**src/rtl/core/cdt_pkg.sv**
```systemverilog
// shared types and constants for the countdown timer with double press
package cdt_pkg;

	typedef enum logic [1:0] {
		KIND_TICK  = 2'd0,
		KIND_START = 2'd1,
		KIND_SET   = 2'd2,
		KIND_STEP  = 2'd3
	} kind_t;

	// configuration register indexes
	localparam logic [0:0] CFG_WINDOW = 1'b0;
	localparam logic [0:0] CFG_STEP   = 1'b1;

	localparam logic [15:0] WINDOW_RST = 16'd300;
	localparam logic [21:0] STEP_RST   = 22'd60000;

	localparam logic [31:0] ALL32 = 32'hFFFF_FFFF;
	localparam logic [15:0] ALL16 = 16'hFFFF;

	typedef struct packed {
		logic [15:0] window;
		logic [21:0] step;
	} cfg_t;

	typedef struct packed {
		logic        running;
		logic        alarm;
		logic        setting;
		logic [31:0] time_left;
		logic [31:0] target_time;
		logic        press_pending;
	} res_t;

endpackage

```
**src/rtl/core/cdt_engine.sv**
```systemverilog
// timer state registers and the per-event update logic
module cdt_engine (
	input  logic           clk,
	input  logic           arst_n,
	input  logic           advance,
	input  cdt_pkg::kind_t kind,
	input  logic           clockwise,
	input  cdt_pkg::cfg_t  cfg,
	output cdt_pkg::res_t  result
);
	import cdt_pkg::*;

	logic [31:0] elapsed_q, elapsed_d;
	logic [31:0] target_q, target_d;
	logic        run_q, run_d;
	logic        alarm_q, alarm_d;
	logic        set_q, set_d;
	logic        wait_q, wait_d;
	logic [15:0] age_q, age_d;

	always_comb begin
		logic [31:0] el_inc;
		logic [15:0] age_inc;
		logic [32:0] sum;
		elapsed_d = elapsed_q;
		target_d  = target_q;
		run_d     = run_q;
		alarm_d   = alarm_q;
		set_d     = set_q;
		wait_d    = wait_q;
		age_d     = age_q;
		el_inc    = (elapsed_q != ALL32) ? elapsed_q + 32'd1 : elapsed_q;
		age_inc   = (age_q != ALL16) ? age_q + 16'd1 : age_q;
		sum       = {1'b0, target_q} + {11'd0, cfg.step};
		unique case (kind)
			KIND_TICK: begin
				if (run_q) begin
					elapsed_d = el_inc;
					// alarm check uses the advanced count
					if (!alarm_q && el_inc >= target_q) begin
						alarm_d = 1'b1;
						run_d   = 1'b0;
					end
				end
				if (wait_q) begin
					age_d = age_inc;
					if (age_inc >= cfg.window) begin
						// window closed: single press decision on updated flags
						wait_d = 1'b0;
						if (alarm_d) begin
							alarm_d = 1'b0;
						end else if (run_d) begin
							run_d = 1'b0;
						end else if (target_q != 32'd0 && !set_q) begin
							run_d = 1'b1;
						end
					end
				end
			end
			KIND_START: begin
				if (wait_q && age_q < cfg.window) begin
					wait_d    = 1'b0;
					run_d     = 1'b0;
					alarm_d   = 1'b0;
					set_d     = 1'b0;
					elapsed_d = '0;
				end else begin
					wait_d = 1'b1;
					age_d  = '0;
				end
			end
			KIND_SET: begin
				if (!run_q && !alarm_q) begin
					set_d = !set_q;
				end
			end
			KIND_STEP: begin
				if (set_q && !run_q && !alarm_q) begin
					if (clockwise) begin
						target_d = sum[32] ? ALL32 : sum[31:0];
					end else if (target_q >= {10'd0, cfg.step}) begin
						target_d = target_q - {10'd0, cfg.step};
					end
					elapsed_d = '0;
				end
			end
			default: begin
			end
		endcase
	end

	always_ff @(posedge clk or negedge arst_n) begin
		if (!arst_n) begin
			elapsed_q <= '0;
			target_q  <= '0;
			run_q     <= 1'b0;
			alarm_q   <= 1'b0;
			set_q     <= 1'b0;
			wait_q    <= 1'b0;
			age_q     <= '0;
		end else if (advance) begin
			elapsed_q <= elapsed_d;
			target_q  <= target_d;
			run_q     <= run_d;
			alarm_q   <= alarm_d;
			set_q     <= set_d;
			wait_q    <= wait_d;
			age_q     <= age_d;
		end
	end

	always_comb begin
		result.running       = run_d;
		result.alarm         = alarm_d;
		result.setting       = set_d;
		result.time_left     = (elapsed_d >= target_d) ? 32'd0 : target_d - elapsed_d;
		result.target_time   = target_d;
		result.press_pending = wait_d;
	end

endmodule

```
**src/rtl/core/countdown_timer_with_double_press.sv**
```systemverilog
// top level of the countdown timer with double-press start button
//
//  channel | handshake          | payload
//  --------+--------------------+----------------------------------------------
//  in      | in_valid/in_stall  | kind, clockwise
//  out     | out_valid/out_stall| running, alarm, setting, time_left,
//          |                    | target_time, press_pending
//  cfg     | cfg_wr_en          | cfg_index, cfg_wdata
//
// one transaction per cycle sustained while out_stall is low; an accepted input
// passes the input register, then the result register with the updated state
// reset clears all timer state and loads the register defaults, no clearing pass
// an out stall holds the result; in_stall rises only when the input register
// is full and the result register cannot drain
module countdown_timer_with_double_press (
	input  logic        clk,
	input  logic        arst_n,
	input  logic        in_valid,
	output logic        in_stall,
	input  logic [1:0]  kind,
	input  logic        clockwise,
	output logic        out_valid,
	input  logic        out_stall,
	output logic        running,
	output logic        alarm,
	output logic        setting,
	output logic [31:0] time_left,
	output logic [31:0] target_time,
	output logic        press_pending,
	input  logic        cfg_wr_en,
	input  logic [0:0]  cfg_index,
	input  logic [21:0] cfg_wdata
);
	import cdt_pkg::*;

	cfg_t  cfg_q;
	logic  valid_s1;
	kind_t kind_s1;
	logic  cw_s1;
	logic  out_valid_q;
	res_t  res_q;
	res_t  res_d;
	logic  out_ready;
	logic  advance;

	assign out_ready = !out_valid_q || !out_stall;
	assign advance   = valid_s1 && out_ready;
	assign in_stall  = valid_s1 && !out_ready;

	always_ff @(posedge clk or negedge arst_n) begin
		if (!arst_n) begin
			cfg_q.window <= WINDOW_RST;
			cfg_q.step   <= STEP_RST;
		end else if (cfg_wr_en) begin
			unique case (cfg_index)
				CFG_WINDOW: cfg_q.window <= cfg_wdata[15:0];
				CFG_STEP:   cfg_q.step   <= cfg_wdata;
				default: begin
				end
			endcase
		end
	end

	always_ff @(posedge clk or negedge arst_n) begin
		if (!arst_n) begin
			valid_s1    <= 1'b0;
			out_valid_q <= 1'b0;
		end else begin
			if (!in_stall) begin
				valid_s1 <= in_valid;
			end
			if (out_ready) begin
				out_valid_q <= valid_s1;
			end
		end
	end

	always_ff @(posedge clk) begin
		if (in_valid && !in_stall) begin
			kind_s1 <= kind_t'(kind);
			cw_s1   <= clockwise;
		end
		if (advance) begin
			res_q <= res_d;
		end
	end

	cdt_engine u_engine (
		.clk       (clk),
		.arst_n    (arst_n),
		.advance   (advance),
		.kind      (kind_s1),
		.clockwise (cw_s1),
		.cfg       (cfg_q),
		.result    (res_d)
	);

	assign out_valid     = out_valid_q;
	assign running       = res_q.running;
	assign alarm         = res_q.alarm;
	assign setting       = res_q.setting;
	assign time_left     = res_q.time_left;
	assign target_time   = res_q.target_time;
	assign press_pending = res_q.press_pending;

`ifndef SYNTH
	// alarm always stops the countdown
	a_run_alarm: assert property (@(posedge clk) disable iff (!arst_n)
		out_valid_q |-> !(res_q.running && res_q.alarm))
		else $error("running and alarm both set");

	// timer never starts while in set mode and set mode cannot open while running
	a_run_set: assert property (@(posedge clk) disable iff (!arst_n)
		out_valid_q |-> !(res_q.running && res_q.setting))
		else $error("running while in set mode");

	a_rem_le_tgt: assert property (@(posedge clk) disable iff (!arst_n)
		out_valid_q |-> (res_q.time_left <= res_q.target_time))
		else $error("remaining exceeds target");

	// a held result must not be overwritten by the next transaction
	a_hold: assert property (@(posedge clk) disable iff (!arst_n)
		out_valid_q && out_stall |=> out_valid_q && $stable(res_q))
		else $error("stalled result changed");

	a_stall_full: assert property (@(posedge clk) disable iff (!arst_n)
		in_stall |-> valid_s1 && out_valid_q)
		else $error("input stalled with room available");
`endif

endmodule

```
**config.mk**
```make
export PLATFORM = sky130hd
export DESIGN_NAME = countdown_timer_with_double_press
export DESIGN_NICKNAME = d
export VERILOG_FILES = /design/src/rtl/core/cdt_pkg.sv /design/src/rtl/core/cdt_engine.sv /design/src/rtl/core/countdown_timer_with_double_press.sv
export SDC_FILE = /design/constraint.sdc
export NUM_CORES = 1
export LEC_CHECK = 0
export BUFFER_PORTS_ARGS = -buffer_cell sky130_fd_sc_hd__buf_2
export CORE_AREA = 2 2 158 175
export CTS_BUF_LIST = sky130_fd_sc_hd__clkbuf_2 sky130_fd_sc_hd__clkbuf_4 sky130_fd_sc_hd__clkbuf_8
export DETAILED_ROUTE_END_ITERATION = 7
export DIE_AREA = 0 0 160 177
export PLACE_DENSITY = 0.78
export SLEW_MARGIN = 40
export SYNTH_ARGS = -nofsm -noshare
export SYNTH_HDL_FRONTEND = slang
export SYNTH_HIERARCHICAL = 1
export SYNTH_SLANG_ARGS = --single-unit
```
**constraint.sdc**
```tcl
create_clock -name clk -period 8.85 [get_ports clk]
set_input_delay 1.3275 -clock clk [delete_from_list [all_inputs] [get_ports clk]]
set_output_delay 1.3275 -clock clk [all_outputs]
set_load 0.1 [all_outputs]
```
==> key figures <==
Synthesis
  – Seq cells post-synth: 195
  – Async SR Flop Fraction: 63.6%
  – EDFF count, synth: 71
  – Synth Instances: 1787
  – Most common cell in the netlist: ha_1
  – Post-Syn Area: 15800 um^2
  – Area contributors post-synth: dfrtp_1 18%, edfxtp_1 14%, ha_1 12%
  – Yosys top cell by area: dfrtp_1
  – Synth top area share: 17.9%
  – Distinct cell type count after synthesis: 90
  – Commonest cells in the netlist: 145 x ha_1, 142 x nand2_1, 132 x nor2_1, 128 x o21ai_0, 122 x inv_1
  – Prevailing post-synth register cell: dfrtp_1
  – Ys Warns: 6
  – Sequential fraction of the synthesis area: 33.3%
  – Net Count, Synth: 1966
  – Syn Area/Cell: 8.82 um^2

Die
  – Core area: 26600 um^2
  – Boundary Pins: 101
  – Die ar.: 28300 um^2
  – Die width: 160 um
  – Height of the die: 177 um
  – Initial Utilization: 59.1%
  – Rows: 63

Global route
  – Grt total ovfl: 0
  – Vias in the first global route: 13126
  – GRT Overall Usage: 30.5%
  – Largest net degree at the start of global routing: 74
  – Antenna violations before repair: 1
  – First-pass GRT wire length: 68.7 mm

Placed design
  – Port bufs: 100
  – Hpwl dp: 33.0 mm
  – Routability Congestion: 0.997
  – Area after DPL: 16400 um^2
  – Pre-CTS setup slack: 2130 ps
  – Placed insts: 2167

Min path
  – Hold Path Class: reg -> reg
  – Worst Hold Depth: 1

Worst setup path
  – CP Max Fanout: 30
  – Crit end category: register
  – WS Path Type: reg -> reg
  – CP arrival: 7100 ps
  – Max stage delay on crit path: 590 ps
  – Crit-path slowest cell: o41ai_2
  – Worst R2R Path Depth: 20
  – Critical path required time: 9110 ps
  – Critical path startpoint category: register
  – Critical Path, Cell by Cell: inv_1 > fa_1 > o21bai_1 > o211ai_1 > a211oi_1 > o41ai_2 > o21ai_2 > a21bo_2 > o22ai_1 > o21ai_1 > ha_1 > nor2b_1 > o31a_1 > o31a_1 > o41ai_2 > o21ai_0 > a31oi_1 > o21a_2 > a211oi_1 > nand2b_1

Power
  – Tot Pwr: 4.66 mW
  – Power Density: 277 nW/um^2
  – LEAKAGE: 7.50 nW
  – Worst VDD drop: 0.247 mV

Drt
  – Remaining DRCs: 0
  – Vias: 13945
  – Drt first pass iters: 6
  – DR WL met3: 2.65 mm
  – DRT met1 WL: 18.2 mm
  – Starting DRT DRC Count: 1147
  – Drt wl/cell: 19.7 um
  – Metal2 WL: 20.5 mm
  – Top routing layer in use: met4
  – DR vias/cell: 6.34
  – Post-route ant nets: 0
  – Routed wire length: 43.3 mm

Clock network
  – Worst-Skew Late Latency: 500 ps
  – Number of buffers created by CTS: 17
  – Cts repair resizes: 0
  – Root buf cell: clkbuf_8
  – CTS Hold Bufs: 0
  – # clock sinks: 195
  – H-tree depth: 4
  – CTS Buffer Depth: 2
  – Clock-pin slew on the worst setup and hold paths: 120 ps
  – CTS tree: done
  – Post-CTS Setup Bufs: 0

Job
  – Maxcap violations: 0

Layout
  – FF/Latch Area: 5250 um^2
  – Non-filler cells, final: 2199
  – Design Area, Final: 16800 um^2
  – Share of layout cells above drive strength 1: 13.2%
  – Fillers: 2359
  – Area of the multi-input gates: 9640 um^2
  – Final Core Density: 63.1%
  – # diodes: 0
  – Final nets: 2008
  – Area growth syn-to-layout: 6.61%

Timing
  – Max Slew Vio Count: 0
  – Hold slack: 502 ps
  – Final min period: 6850 ps
  – Final Hold Fails: 0
  – RSZ-0062 raised after global routing: no
  – Worst Clk Skew: 19.1 ps
  – Post-route setup TNS: 0 ps
  – Period utilization: 77.4%
  – Worst setup slack after layout: 2000 ps
  – Worst Tran Pin Value: 1030 ps
  – # setup viols final: 0
  – Maximum clock frequency: 146 MHz
  – Slew HR: 30.6%

Run status
  – Outcome: completed
cell families (layout without fill, tap and decap cells):
family                     Yosys count  count (layout)  synth area share, %
and+or+nand+nor                    550             550                 17.2
AOI/OAI and AO/OA                  526             526                 22.3
buffers and inverters              215             270                 5.70
DFF                                195             195                 33.3
adders and majority gates          148             148                 11.9
xor gates and xnor gates            97              97                 5.39
muxes                               56              56                 4.18
placed cells by master (no fill, tap or decap), types with 25 or more instances in the layout:
cell      instances
buf_2            99
xnor2_1          65
nand2b_1         25
nand4_1          26
dfrtp_1         113
o22ai_1          25
and3_1           31
edfxtp_1         71
nand3_1          49
inv_1           122
xor2_1           32
nand2_1         142
mux2_2           39
a21oi_1          91
a21o_1           44
o21ai_0         128
nor2_1          131
ha_1            145
nor3_1           45
layer usage:
metal  track usage [%]  up-vias
met3              4.05      110
li1                  -     6616
met2              51.2      589
met1              39.4     6630
met5                 0        -
met4              13.9        0
power by group:
group	leakage, nW	switching, mW	internal (mW)
registers	2.24	0.146	1.17
clock network	0.191	0.377	0.208
logic	5.07	1.86	0.900
worst max-delay path: cells and delay by family (launching register included):
kind	cells	cell delay (ps)
and+or+nand+nor	2	350
AOI/OAI and AO/OA	15	4720
buffers and inverters	1	140
DFF	1	550
adders and majority gates	2	810
state kept, by name, summed over array words and instances, names as in the netlist:
signal              count
u_engine/set_q          1
u_engine/age_q         16
u_engine/alarm_q        1
cfg_q                  38
alarm                   1
out_valid               1
setting                 1
target_time            32
running                 1
u_engine/run_q          1
u_engine/wait_q         1
press_pending           1
u_engine/target_q      32
valid_s1                1
cw_s1                   1
u_engine/elapsed_q     32
time_left              32
kind_s1                 2
path summary, 6_finish.rpt:
path | from | end | slack, ps
worst min-delay path | valid_s1 | out_valid | 500
worst max-delay path | u_engine/target_q[1] | time_left[9] | 2000
max in group asynchronous | arst_n | u_engine/run_q | 6930
worst min register to register | valid_s1 | out_valid | 500
min in group asynchronous | arst_n | valid_s1 | 790
worst max register to register | u_engine/target_q[1] | time_left[9] | 2000
final cells by class:
class,instances,area share (%)
Clock buffer,17,1.39
Sequential cell,195,31.2
Tap cell,357,2.66
Clock inverter,15,0.871
Timing Repair Buffer,114,3.66
Multi-Input combinational cell,1377,57.4
Inverter,124,2.77
Power figures use the tool's default switching activity.
